[src/hsv_to_rgb_converter_unit_defines.svh]
// Assertion macros shared by the HSV to RGB converter RTL.
// Each macro samples on clk and is disabled while rst is high.
`ifndef HSV_TO_RGB_CONVERTER_UNIT_DEFINES_SVH
`define HSV_TO_RGB_CONVERTER_UNIT_DEFINES_SVH

`ifndef SYNTHESIS

`define HSV_ASSERT_IMPL(lbl, ante, cons) \
  lbl: assert property (@(posedge clk) disable iff (rst) (ante) |-> (cons)) \
    else $error("hsv_to_rgb: same-cycle check failed");

`define HSV_ASSERT_NEXT(lbl, ante, cons) \
  lbl: assert property (@(posedge clk) disable iff (rst) (ante) |=> (cons)) \
    else $error("hsv_to_rgb: next-cycle check failed");

`else

`define HSV_ASSERT_IMPL(lbl, ante, cons)

`define HSV_ASSERT_NEXT(lbl, ante, cons)

`endif

`endif

[src/hsvrgb_pkg.sv]
// Types and constants of the HSV to RGB converter pipeline.
// Used by every module of the block; depends on nothing.
package hsvrgb_pkg;

  // Fractional bits of saturation and value (1.0 is 1 << FRAC_BITS).
  localparam int FRAC_BITS = 12;

  localparam int HUE_W  = 16;
  localparam int LVL_W  = 13;
  localparam int CH_W   = 8;
  localparam int ERR_W  = 2;
  localparam int SECT_W = 3;
  localparam int DIST_W = 12;
  localparam int NUM_SECTORS = 6;
  localparam int NUM_CH = 3;

  localparam logic [HUE_W-1:0] HUE_SIXTY = 16'd3840;
  localparam logic [HUE_W-1:0] HUE_FULL  = 16'd23040;
  localparam logic [31:0]      HSV_ONE   = 32'd1 << FRAC_BITS;

  // s*v product, and s*v times a hue distance of up to 3840.
  localparam int SV_W   = 2 * LVL_W;
  localparam int PROD_W = SV_W + DIST_W;
  // Channel numerator over the denominator ONE*ONE*3840.
  localparam int NUM_W  = (LVL_W + 12 + FRAC_BITS > PROD_W) ?
                          (LVL_W + 12 + FRAC_BITS) : PROD_W;
  // 255*N plus half the denominator; the denominator is 15 << SCALE_SHIFT.
  localparam int SCALE_SHIFT = 2 * FRAC_BITS + 8;
  localparam int Q_W = 12;
  localparam int Y_W = (NUM_W + 9 > SCALE_SHIFT + Q_W) ? (NUM_W + 9) : (SCALE_SHIFT + Q_W);
  localparam logic [Y_W-1:0] ROUND_HALF = Y_W'(64'd15 << (2 * FRAC_BITS + 7));
  // Division by 15 for values below 2**16: multiply by 0x8889 and shift by 19.
  localparam int RECIP_W = 16;
  localparam logic [RECIP_W-1:0] RECIP_15 = 16'h8889;
  localparam int RECIP_SHIFT = 19;
  localparam int QUOT_W = Q_W + RECIP_W - RECIP_SHIFT;
  localparam logic [QUOT_W-1:0] CH_MAX = QUOT_W'(255);

  typedef enum logic [ERR_W-1:0] {
    ERR_NONE = 2'd0,
    ERR_HUE  = 2'd1,
    ERR_SAT  = 2'd2,
    ERR_VAL  = 2'd3
  } range_err_t;

  typedef struct packed {
    logic [HUE_W-1:0] hue_angle;
    logic [LVL_W-1:0] sat_level;
    logic [LVL_W-1:0] bright_level;
  } hsv_word_t;

  typedef struct packed {
    logic [CH_W-1:0]  red_out;
    logic [CH_W-1:0]  green_out;
    logic [CH_W-1:0]  blue_out;
    logic [ERR_W-1:0] range_error;
  } rgb_word_t;

  // Result of the hue front end.
  typedef struct packed {
    range_err_t        err;
    logic [SECT_W-1:0] sector;
    logic [DIST_W-1:0] hue_dist;
    logic [LVL_W-1:0]  sat;
    logic [LVL_W-1:0]  val;
  } front_t;

  // Per-channel numerators, index 0 red, 1 green, 2 blue.
  typedef struct packed {
    range_err_t                    err;
    logic [NUM_CH-1:0][NUM_W-1:0]  num;
  } chroma_t;

endpackage

[src/hsvrgb_front.sv]
// Hue front end: range checks, full-circle fold, sector and hue distance.
// Depends on hsvrgb_pkg.
module hsvrgb_front
  import hsvrgb_pkg::*;
(
  input  logic      clk,
  input  logic      load,
  input  hsv_word_t pix,
  output front_t    front
);

  range_err_t        err;
  logic [HUE_W-1:0]  hue;
  logic [SECT_W-1:0] sector;
  logic [HUE_W-1:0]  base;
  logic [HUE_W-1:0]  pos;
  logic [HUE_W-1:0]  hue_dist;

  always_comb begin
    if (pix.hue_angle > HUE_FULL) begin
      err = ERR_HUE;
    end else if (32'(pix.sat_level) > HSV_ONE) begin
      err = ERR_SAT;
    end else if (32'(pix.bright_level) > HSV_ONE) begin
      err = ERR_VAL;
    end else begin
      err = ERR_NONE;
    end

    // A hue of exactly 360 degrees is the same as zero.
    hue = (pix.hue_angle == HUE_FULL) ? '0 : pix.hue_angle;

    sector = '0;
    for (int k = 1; k < NUM_SECTORS; k++) begin
      if (hue >= HUE_W'(k * 3840)) begin
        sector = SECT_W'(k);
      end
    end

    // Position within the current 120-degree pair of sectors.
    if (sector >= SECT_W'(4)) begin
      base = HUE_W'(4 * 3840);
    end else if (sector >= SECT_W'(2)) begin
      base = HUE_W'(2 * 3840);
    end else begin
      base = '0;
    end
    pos      = hue - base;
    hue_dist = (pos >= HUE_SIXTY) ? (pos - HUE_SIXTY) : (HUE_SIXTY - pos);
  end

  always_ff @(posedge clk) begin
    if (load) begin
      front.err      <= err;
      front.sector   <= sector;
      front.hue_dist <= hue_dist[DIST_W-1:0];
      front.sat      <= pix.sat_level;
      front.val      <= pix.bright_level;
    end
  end

endmodule

[src/hsvrgb_chroma.sv]
// Chroma stages: s*v, the x term and the per-channel numerators.
// Depends on hsvrgb_pkg; three register stages.
module hsvrgb_chroma
  import hsvrgb_pkg::*;
(
  input  logic       clk,
  input  logic [2:0] load,
  input  front_t     front,
  output chroma_t    chroma
);

  typedef enum logic [1:0] {
    ROLE_C,
    ROLE_X,
    ROLE_Z
  } role_t;

  range_err_t        s2_err;
  logic [SECT_W-1:0] s2_sector;
  logic [DIST_W-1:0] s2_dist;
  logic [LVL_W-1:0]  s2_val;
  logic [SV_W-1:0]   s2_sv;

  range_err_t        s3_err;
  logic [SECT_W-1:0] s3_sector;
  logic [PROD_W-1:0] s3_px;
  logic [PROD_W-1:0] s3_pc;
  logic [NUM_W-1:0]  s3_base;

  role_t [NUM_CH-1:0]           role;
  logic [NUM_CH-1:0][NUM_W-1:0] num;

  always_ff @(posedge clk) begin
    if (load[0]) begin
      s2_err    <= front.err;
      s2_sector <= front.sector;
      s2_dist   <= front.hue_dist;
      s2_val    <= front.val;
      s2_sv     <= SV_W'(front.sat) * SV_W'(front.val);
    end
  end

  always_ff @(posedge clk) begin
    if (load[1]) begin
      s3_err    <= s2_err;
      s3_sector <= s2_sector;
      s3_px     <= PROD_W'(s2_sv) * PROD_W'(s2_dist);
      s3_pc     <= (PROD_W'(s2_sv) << 12) - (PROD_W'(s2_sv) << 8);
      s3_base   <= ((NUM_W'(s2_val) << 12) - (NUM_W'(s2_val) << 8)) << FRAC_BITS;
    end
  end

  // Each channel is v*ONE*3840 less nothing (chroma), less s*v*dist (x),
  // or less s*v*3840 (the zero channel), all over ONE*ONE*3840.
  always_comb begin
    unique case (s3_sector)
      3'd0:    role = '{ROLE_Z, ROLE_X, ROLE_C};
      3'd1:    role = '{ROLE_Z, ROLE_C, ROLE_X};
      3'd2:    role = '{ROLE_X, ROLE_C, ROLE_Z};
      3'd3:    role = '{ROLE_C, ROLE_X, ROLE_Z};
      3'd4:    role = '{ROLE_C, ROLE_Z, ROLE_X};
      default: role = '{ROLE_X, ROLE_Z, ROLE_C};
    endcase
    for (int ch = 0; ch < NUM_CH; ch++) begin
      case (role[ch])
        ROLE_C:  num[ch] = s3_base;
        ROLE_X:  num[ch] = s3_base - NUM_W'(s3_px);
        default: num[ch] = s3_base - NUM_W'(s3_pc);
      endcase
    end
  end

  always_ff @(posedge clk) begin
    if (load[2]) begin
      chroma.err <= s3_err;
      chroma.num <= num;
    end
  end

endmodule

[src/hsvrgb_scale.sv]
// Output scaling: times 255, round half up, divide, clamp, zero on error.
// Depends on hsvrgb_pkg; two register stages, the second is the output word.
module hsvrgb_scale
  import hsvrgb_pkg::*;
(
  input  logic       clk,
  input  logic [1:0] load,
  input  chroma_t    chroma,
  output rgb_word_t  rgb
);

  range_err_t                         s5_err;
  logic [NUM_CH-1:0][Q_W-1:0]         s5_q;
  logic [NUM_CH-1:0][Y_W-1:0]         y;
  logic [NUM_CH-1:0][Q_W+RECIP_W-1:0] prod;
  logic [NUM_CH-1:0][QUOT_W-1:0]      quot;
  logic [NUM_CH-1:0][CH_W-1:0]        chan;

  // The denominator is 15 << SCALE_SHIFT: shift first, then divide by 15.
  always_comb begin
    for (int ch = 0; ch < NUM_CH; ch++) begin
      y[ch] = (Y_W'(chroma.num[ch]) << 8) - Y_W'(chroma.num[ch]) + ROUND_HALF;
    end
  end

  always_ff @(posedge clk) begin
    if (load[0]) begin
      s5_err <= chroma.err;
      for (int ch = 0; ch < NUM_CH; ch++) begin
        s5_q[ch] <= y[ch][SCALE_SHIFT +: Q_W];
      end
    end
  end

  always_comb begin
    for (int ch = 0; ch < NUM_CH; ch++) begin
      prod[ch] = (Q_W + RECIP_W)'(s5_q[ch]) * (Q_W + RECIP_W)'(RECIP_15);
      quot[ch] = prod[ch][RECIP_SHIFT +: QUOT_W];
      if (s5_err != ERR_NONE) begin
        chan[ch] = '0;
      end else if (quot[ch] > CH_MAX) begin
        chan[ch] = CH_MAX[CH_W-1:0];
      end else begin
        chan[ch] = quot[ch][CH_W-1:0];
      end
    end
  end

  always_ff @(posedge clk) begin
    if (load[1]) begin
      rgb.red_out     <= chan[0];
      rgb.green_out   <= chan[1];
      rgb.blue_out    <= chan[2];
      rgb.range_error <= s5_err;
    end
  end

endmodule

[src/hsv_to_rgb_converter_unit.sv]
// HSV to RGB converter: a six-stage pipeline that takes one HSV pixel word
// per clock while the output does not stall and returns one RGB word per
// pixel, in order. Hue is in 1/64 degree (0 to 23040, where 23040 counts as
// 0); saturation and value are Q1.12 (0 to 4096). Each channel is computed
// exactly over the common denominator 4096*4096*3840, scaled by 255 and
// rounded half up. A hue, saturation or value out of range (checked in that
// order) gives range_error 1, 2 or 3 and zero color. Throughput is one pixel
// per clock while the output does not stall; the stages are hue decode, the
// s*v multiply, the s*v*distance multiply, the channel numerators, the
// scale-and-round add and the multiply-by-reciprocal divide by 15. Each stage
// holds its word until the next stage can take it, so an output stall only
// stops the input once every stage is full, and empty stages close up behind
// a held result.
module hsv_to_rgb_converter_unit
  import hsvrgb_pkg::*;
(
  input  logic      clk,
  input  logic      rst,
  input  logic      pix_valid,
  output logic      pix_stall,
  input  hsv_word_t pix,
  output logic      rgb_valid,
  input  logic      rgb_stall,
  output rgb_word_t rgb
);

`include "hsv_to_rgb_converter_unit_defines.svh"

  localparam int STAGES = 6;

  // Stage valid bits, stage 1 (hue decode) through stage 6 (output word).
  logic [STAGES:1] stage_valid;
  // A stage loads when it is empty or its word moves on in this cycle.
  logic [STAGES:1] load;

  front_t  front;
  chroma_t chroma;

  always_comb begin
    load[STAGES] = !stage_valid[STAGES] || !rgb_stall;
    for (int i = STAGES - 1; i >= 1; i--) begin
      load[i] = !stage_valid[i] || load[i+1];
    end
  end

  assign pix_stall = !load[1];
  assign rgb_valid = stage_valid[STAGES];

  always_ff @(posedge clk) begin
    if (rst) begin
      stage_valid <= '0;
    end else begin
      if (load[1]) begin
        stage_valid[1] <= pix_valid;
      end
      for (int i = 2; i <= STAGES; i++) begin
        if (load[i]) begin
          stage_valid[i] <= stage_valid[i-1];
        end
      end
    end
  end

  // Stage 1: range checks and hue sector.
  hsvrgb_front u_front (
    .clk   (clk),
    .load  (load[1]),
    .pix   (pix),
    .front (front)
  );

  // Stages 2 to 4: chroma products and channel numerators.
  hsvrgb_chroma u_chroma (
    .clk    (clk),
    .load   (load[4:2]),
    .front  (front),
    .chroma (chroma)
  );

  // Stages 5 and 6: scaling, rounding and the output word.
  hsvrgb_scale u_scale (
    .clk    (clk),
    .load   (load[6:5]),
    .chroma (chroma),
    .rgb    (rgb)
  );

  // An error word carries no color.
  `HSV_ASSERT_IMPL(a_error_black, rgb_valid && (rgb.range_error != ERR_NONE), (rgb.red_out == '0) && (rgb.green_out == '0) && (rgb.blue_out == '0))
  // The input is held off only when the whole pipeline is full and blocked.
  `HSV_ASSERT_IMPL(a_stall_only_full, pix_stall, (&stage_valid) && rgb_stall)
  // A word in the last compute stage reaches the output when it is free.
  `HSV_ASSERT_NEXT(a_drain, stage_valid[5] && !(rgb_valid && rgb_stall), rgb_valid)

endmodule

[config.mk]
export PLATFORM = sky130hd
export DESIGN_NAME = hsv_to_rgb_converter_unit
export DESIGN_NICKNAME = d
export VERILOG_FILES = /design/src/hsvrgb_pkg.sv /design/src/hsvrgb_front.sv /design/src/hsvrgb_chroma.sv /design/src/hsvrgb_scale.sv /design/src/hsv_to_rgb_converter_unit.sv
export VERILOG_INCLUDE_DIRS = /design/src /design/src/src
export SDC_FILE = /design/constraint.sdc
export NUM_CORES = 2
export LEC_CHECK = 0
export BUFFER_PORTS_ARGS = -buffer_cell sky130_fd_sc_hd__buf_2
export CAP_MARGIN = 5
export CORE_MARGIN = 1
export CORE_UTILIZATION = 50
export CTS_CLUSTER_SIZE = 28
export DETAILED_ROUTE_END_ITERATION = 10
export MAX_ROUTING_LAYER = met4
export PLACE_DENSITY_LB_ADDON = 0.25
export SLEW_MARGIN = 20
export SYNTH_ARGS = -nofsm -noshare
export SYNTH_HDL_FRONTEND = slang
export SYNTH_SLANG_ARGS = --single-unit
[constraint.sdc]
create_clock -name clk -period 8 [get_ports clk]
set_input_delay 0.4 -clock clk [delete_from_list [all_inputs] [get_ports clk]]
set_output_delay 0.4 -clock clk [all_outputs]
set_load 0.01 [all_outputs]
After elaboration in Yosys (flattened, before gate mapping)
Cells that the tools add are included.
- register bits: 392
- input port bits: 46
- output and inout port bits: 28
- word-level logic and storage cells: 110
- add/sub/neg operators: 13
- $mul: 5
- order comparisons: 14
- eq/ne operators: 8
- mux-type cells: 18
- reduce and logical (&&, ||, !) cells: 19
- operators with widths (kind ; number):
    $pmux 38 s2 ; 3
    $add 44x35->44 const B ; 3
    $sub 44x38->44 ; 3
    $mul 12x16->28 const B ; 3
    $sub 38x38->38 ; 2
    $mul 26x12->38 ; 1
    $sub 38x34->38 ; 1
    $ge 16x12->1 const B ; 2
    $ge 16x14->1 const B ; 2
    $mux 16 ; 2
    $pmux 6 s5 ; 1
    $gt 9x8->1 const B ; 3
    $gt 13x13->1 const B ; 2
    $mul 13x13->26 ; 1
    $sub 25x21->26 ; 1
    $mux 8 ; 3
    $eq 16x15->1 const B ; 1
    $ge 16x13->1 const B ; 1
    $ge 16x15->1 const B ; 1
    $gt 16x15->1 const B ; 1
    $sub 16x16->16 ; 1
    $mux 13 ; 1
    $mux 12 ; 1
    $sub 12x12->12 const A ; 1
    other kinds (15) ; 36

Logic depth before layout (Yosys ltp)
- depth after elaboration: 14
- mapped depth: 24
- gate-level depth less buffers: 22

Hierarchy
From an unflattened synthesis, not the netlist that was laid out.
- cell total of the unflattened synthesis: 4300
- area total of the unflattened synthesis: 42052.8 µm²
- by module, submodules not included (module ; instances ; cells each ; area each (µm²) ; sequential area each (µm²)):
    hsvrgb_chroma ; 1 ; 2973 ; 28791.4 ; 7897.6
    hsvrgb_scale ; 1 ; 1127 ; 10866.7 ; 1921.8
    hsvrgb_front ; 1 ; 173 ; 2152.1 ; 1291.2
    hsv_to_rgb_converter_unit ; 1 ; 27 ; 242.7 ; 120.1

Worst setup path after synthesis
Ideal clock, no wire load.
- path type: reg-to-reg
- start: register u_chroma.s2_dist[3]
- end: register u_chroma.s3_px[37], data pin
- arrival time: 5727 ps
- required time: 7739 ps
- slack: 2013 ps
- cell stages (with the launch flop): 22
- buffers on the path: 2
- clock period less this slack: 5987 ps
- cells stage by stage: edfxtp_1 > clkbuf_1 > clkbuf_1 > nand2_1 > fa_1 > fa_1 > inv_1 > fa_1 > fa_1 > inv_1 > fa_1 > inv_1 > ha_1 > o21ai_0 > a21oi_2 > a31oi_1 > o41ai_2 > o221ai_1 > a21oi_1 > o41ai_1 > o211a_1 > o311a_1
- cells in the longest elaborated chain, start to end: 1
- ends and longest elaborated chain (element ; line ; text):
    start: declaration ; hsvrgb_chroma.sv:20 ; logic [DIST_W-1:0] s2_dist;
    start signal: assignment ; hsvrgb_chroma.sv:37 ; s2_dist <= front.hue_dist;
    $mul 26x12->38 ; hsvrgb_chroma.sv:47 ; s3_px <= PROD_W'(s2_sv) * PROD_W'(s2_dist);
    end signal: assignment ; hsvrgb_chroma.sv:47 ;
    end: declaration ; hsvrgb_chroma.sv:26 ; logic [PROD_W-1:0] s3_px;
Every way passes these cells.
A chain may end at the register's enable or synchronous reset.

Worst setup path in the final report
- start: register u_chroma.s2_dist[6]
- end: register u_chroma.s3_px[36], data pin
The elaborated chain is that of the path after synthesis.

==> flow_summary_export.csv <==
group,metric,value,unit
global_route,busiest_layer,"met2",
layout,antenna_cells,0,
synthesis,netlist.area_leader.share,0.266,
synthesis,seq_area_frac_synth,0.268,
clock_network,insertion_delay,0.59,ns
setup_path,path_cells,"nand2_1, fa_1, inv_1, fa_1, fa_1, fa_1, inv_1, fa_1, inv_1, ha_1, a21o_1, a21o_1, a211o_1, o32ai_1, nor4_1, o2111ai_1, nand3_1, a41o_1, a21oi_2, xnor2_1",
synthesis,synth_largest_area_cell,"edfxtp_1",
drt,num_vias,30098,
setup_path,critPathMaxStageDelay,0.99,ns
layout,fin_area,44800,sq um
global_route,grt.total_usage,0.240,
floorplan,fp.dieW,291,microns
timing,period_share,0.838,
placement,dp_hpwl,77.3,mm
global_route,grt_overflow,0,
clock_network,path_clk_slew,0.06,ns
synthesis,synthMuxAreaShare,0.00371,
drt,avgRoutedWirePerCell,17.7,microns
layout,drive_gt1_frac,0.0515,
synthesis,syn_area,41800,sq um
global_route,globalRouteMet3Util,0.0324,
placement,gp_congestion,0.914,
timing,fmax,0.149,GHz
setup_path,worst_setup_path_end_kind,"flop",
drt,wl,96.6,mm
setup_path,cp.arrival,7.03,ns
floorplan,die_y,291,microns
clock_network,cts_made_buffers,43,
setup_path,cp_slowest_cell,"edfxtp_1",
synthesis,synthArstFlopShare,0,
layout,areaGrowthSynthToFinish,7.12,%
layout,fillCellCount,7338,
setup_path,crit_buf_inv,3,
timing,fin_crit,6.70,ns
global_route,grt_max_degree,83,
synthesis,ys.flop_type,"edfxtp_1",
floorplan,start_util,0.507,
floorplan,ioPinCount,74,
drt,avgViaCountPerCell,5.51,
timing,finalMaxSlewViolations,0,
global_route,antenna_found_initial,0,
floorplan,core_area,82500,sq um
setup_path,crit_top_cell,"fa_1",
synthesis,yosys_warnings,0,
global_route,grtUsageMet1,0.295,
synthesis,synth_nets,5343,
flow_run,maxCapViolCount,0,
placement,placed_area,43300,sq um
synthesis,synth_xor_area_frac,0.0423,
global_route,grt_pass1_vias,30472,
global_route,gr-usage-met2,0.412,
synthesis,synthTopCellsByCount,"774 x inv_1, 566 x ha_1, 495 x nand2_1",
timing,max_slew_margin,0.223,
synthesis,synth_compound_area_frac,0.114,
synthesis,synth_adder_area_share,0.363,
setup_path,critPathMaxFanout,26,
synthesis,syn_avg_cell_area,9.67,sq um
timing,tightest_slew,1.16,ns
outcome,status,"finished, final reports clean",
synthesis,synthDistinctLibCells,95,
synthesis,ys_ff_latch,376,
setup_path,path_delay_family,"adder cells",
synthesis,yosysMostFrequentCell,"inv_1",
timing,setup_viol,0,
layout,multi_input_area,27200,sq um
synthesis,syn_inst,4327,
clock_network,cts_root_buffer,"clkbuf_16",
layout,num-nets-final,5371,
synthesis,synth-simple-area-share,0.128,
timing,hold_violations,0,
clock_network,ctsHtreeMaxLevel,2,
timing,clock_skew,0.0311,ns
placement,port-buffer-count,73,
synthesis,netlist_top_cells_area,"edfxtp_1 27%, fa_1 19%, ha_1 17%",
floorplan,die_area,84800,sq um
setup_path,required,8.33,ns
synthesis,synth_top_family_by_area,"adder cells",
drt,drc,0,
min_path,min_path_type,"in2reg",
setup_path,crit_type,"reg2reg",
synthesis,synth_edf_count,370,
setup_path,cp-start-kind,"flop",
timing,rsz0062_at_grt,"no",
layout,seq_area,11200,sq um
clock_network,tritoncts,"done",
global_route,grt_pass1_wl,158,mm
timing,tns,0,ns
clock_network,cts_buffer_depth,3,
floorplan,row_count,105,
drt,dr.pass1.iters,7,
clock_network,cts.sinks,376,
drt,first_iter_violations,1723,
drt,ant_nets,0,
routing by layer:
layer / part of all wire / up-vias
met5: 0 / -
met2: 0.50 / 761
li1: - / 14518
met4: 0.029 / 0
met3: 0.053 / 149
met1: 0.42 / 14670
cell usage in the layout, fill, tap and decap left out, types with 13 or more instances in the layout:
cell,Yosys,routed
o211ai_1,18,18
a31oi_1,22,22
a211oi_1,30,30
a21oi_1,216,216
dlygate4sd3_1,0,15
or3_1,14,14
nand2_1,495,492
buf_4,0,27
buf_2,1,73
o21bai_1,20,20
nand3_1,52,51
fa_1,404,404
a22o_1,33,33
o21a_1,32,32
nor4_1,21,21
o21ai_0,129,129
edfxtp_1,370,370
xnor2_1,126,126
nand2b_1,21,21
nor2b_1,28,28
o31ai_1,14,14
o221ai_1,13,13
nor2_1,207,207
nand4_1,20,20
xor2_1,74,73
inv_1,774,773
and2_1,161,161
a21o_1,67,67
ha_1,566,566
nor3_1,56,56
clkbuf_16,0,44
and3_1,19,19
cell families after synthesis:
family,Yosys count
AOI/OAI and AO/OA,717
xor gates and xnor gates,201
adders and majority gates,970
buffers and inverters,909
DFF,376
muxes,15
and+or+nand+nor,1139
path summary, 6_finish.rpt:
check / from / end / slack [ns] / cells after the start
setup reg to reg: u_chroma.s2_dist[6] / u_chroma.s3_px[36] / 1.30 / 20
setup / recovery: u_chroma.s2_dist[6] / u_chroma.s3_px[36] / 1.30 / 20
hold reg to reg: u_chroma.s3_err[1] / u_chroma.chroma[115] / 0.40 / 0
hold / removal: pix[9] / u_front.front[9] / 0.03 / 1
cell type report:
type	count	area share
multi-input cells	3042	0.607
clock inverters	32	0.00589
clock buffers	48	0.0249
repair buffers	116	0.0164
flip-flops and latches	376	0.251
well taps	1070	0.0299
inverters	776	0.0650
repair_timing:
item,CTS,global route
hold buffers,15,0
buffers inserted,0,0
hold endpoints to repair,15,0
resized for setup,0,0
sequential cells by signal (all words and copies together) (netlist names):
signal	count
u_chroma.chroma	116
u_front.front	43
u_chroma.s3_px	38
u_scale.s5_q	36
u_chroma.s3_pc	30
u_chroma.s2_sv	26
u_scale.rgb	26
u_chroma.s3_base	18
u_chroma.s2_val	13
u_chroma.s2_dist	12
stage_valid	6
u_chroma.s2_sector	3
u_chroma.s3_sector	3
u_chroma.s2_err	2
u_chroma.s3_err	2
u_scale.s5_err	2
per-stage QoR:
stage / worst slack (ns) / hold WS (ns) / utilization / cells
after floorplan: 2.01 / 0.400 / - / 4327
after global placement: 1.39 / 0.402 / 0.524 / 5364
after detailed placement: 1.33 / 0.405 / 0.524 / 5364
after CTS: 1.32 / 0.000676 / 0.543 / 5459
after global routing: 0.890 / 0.0102 / 0.543 / 5460
final: 1.30 / 0.0277 / 0.543 / 5460
Power is left out: the tool's default activity adds up to more than one toggle a clock period on the data nets, which glitch-free logic cannot reach.
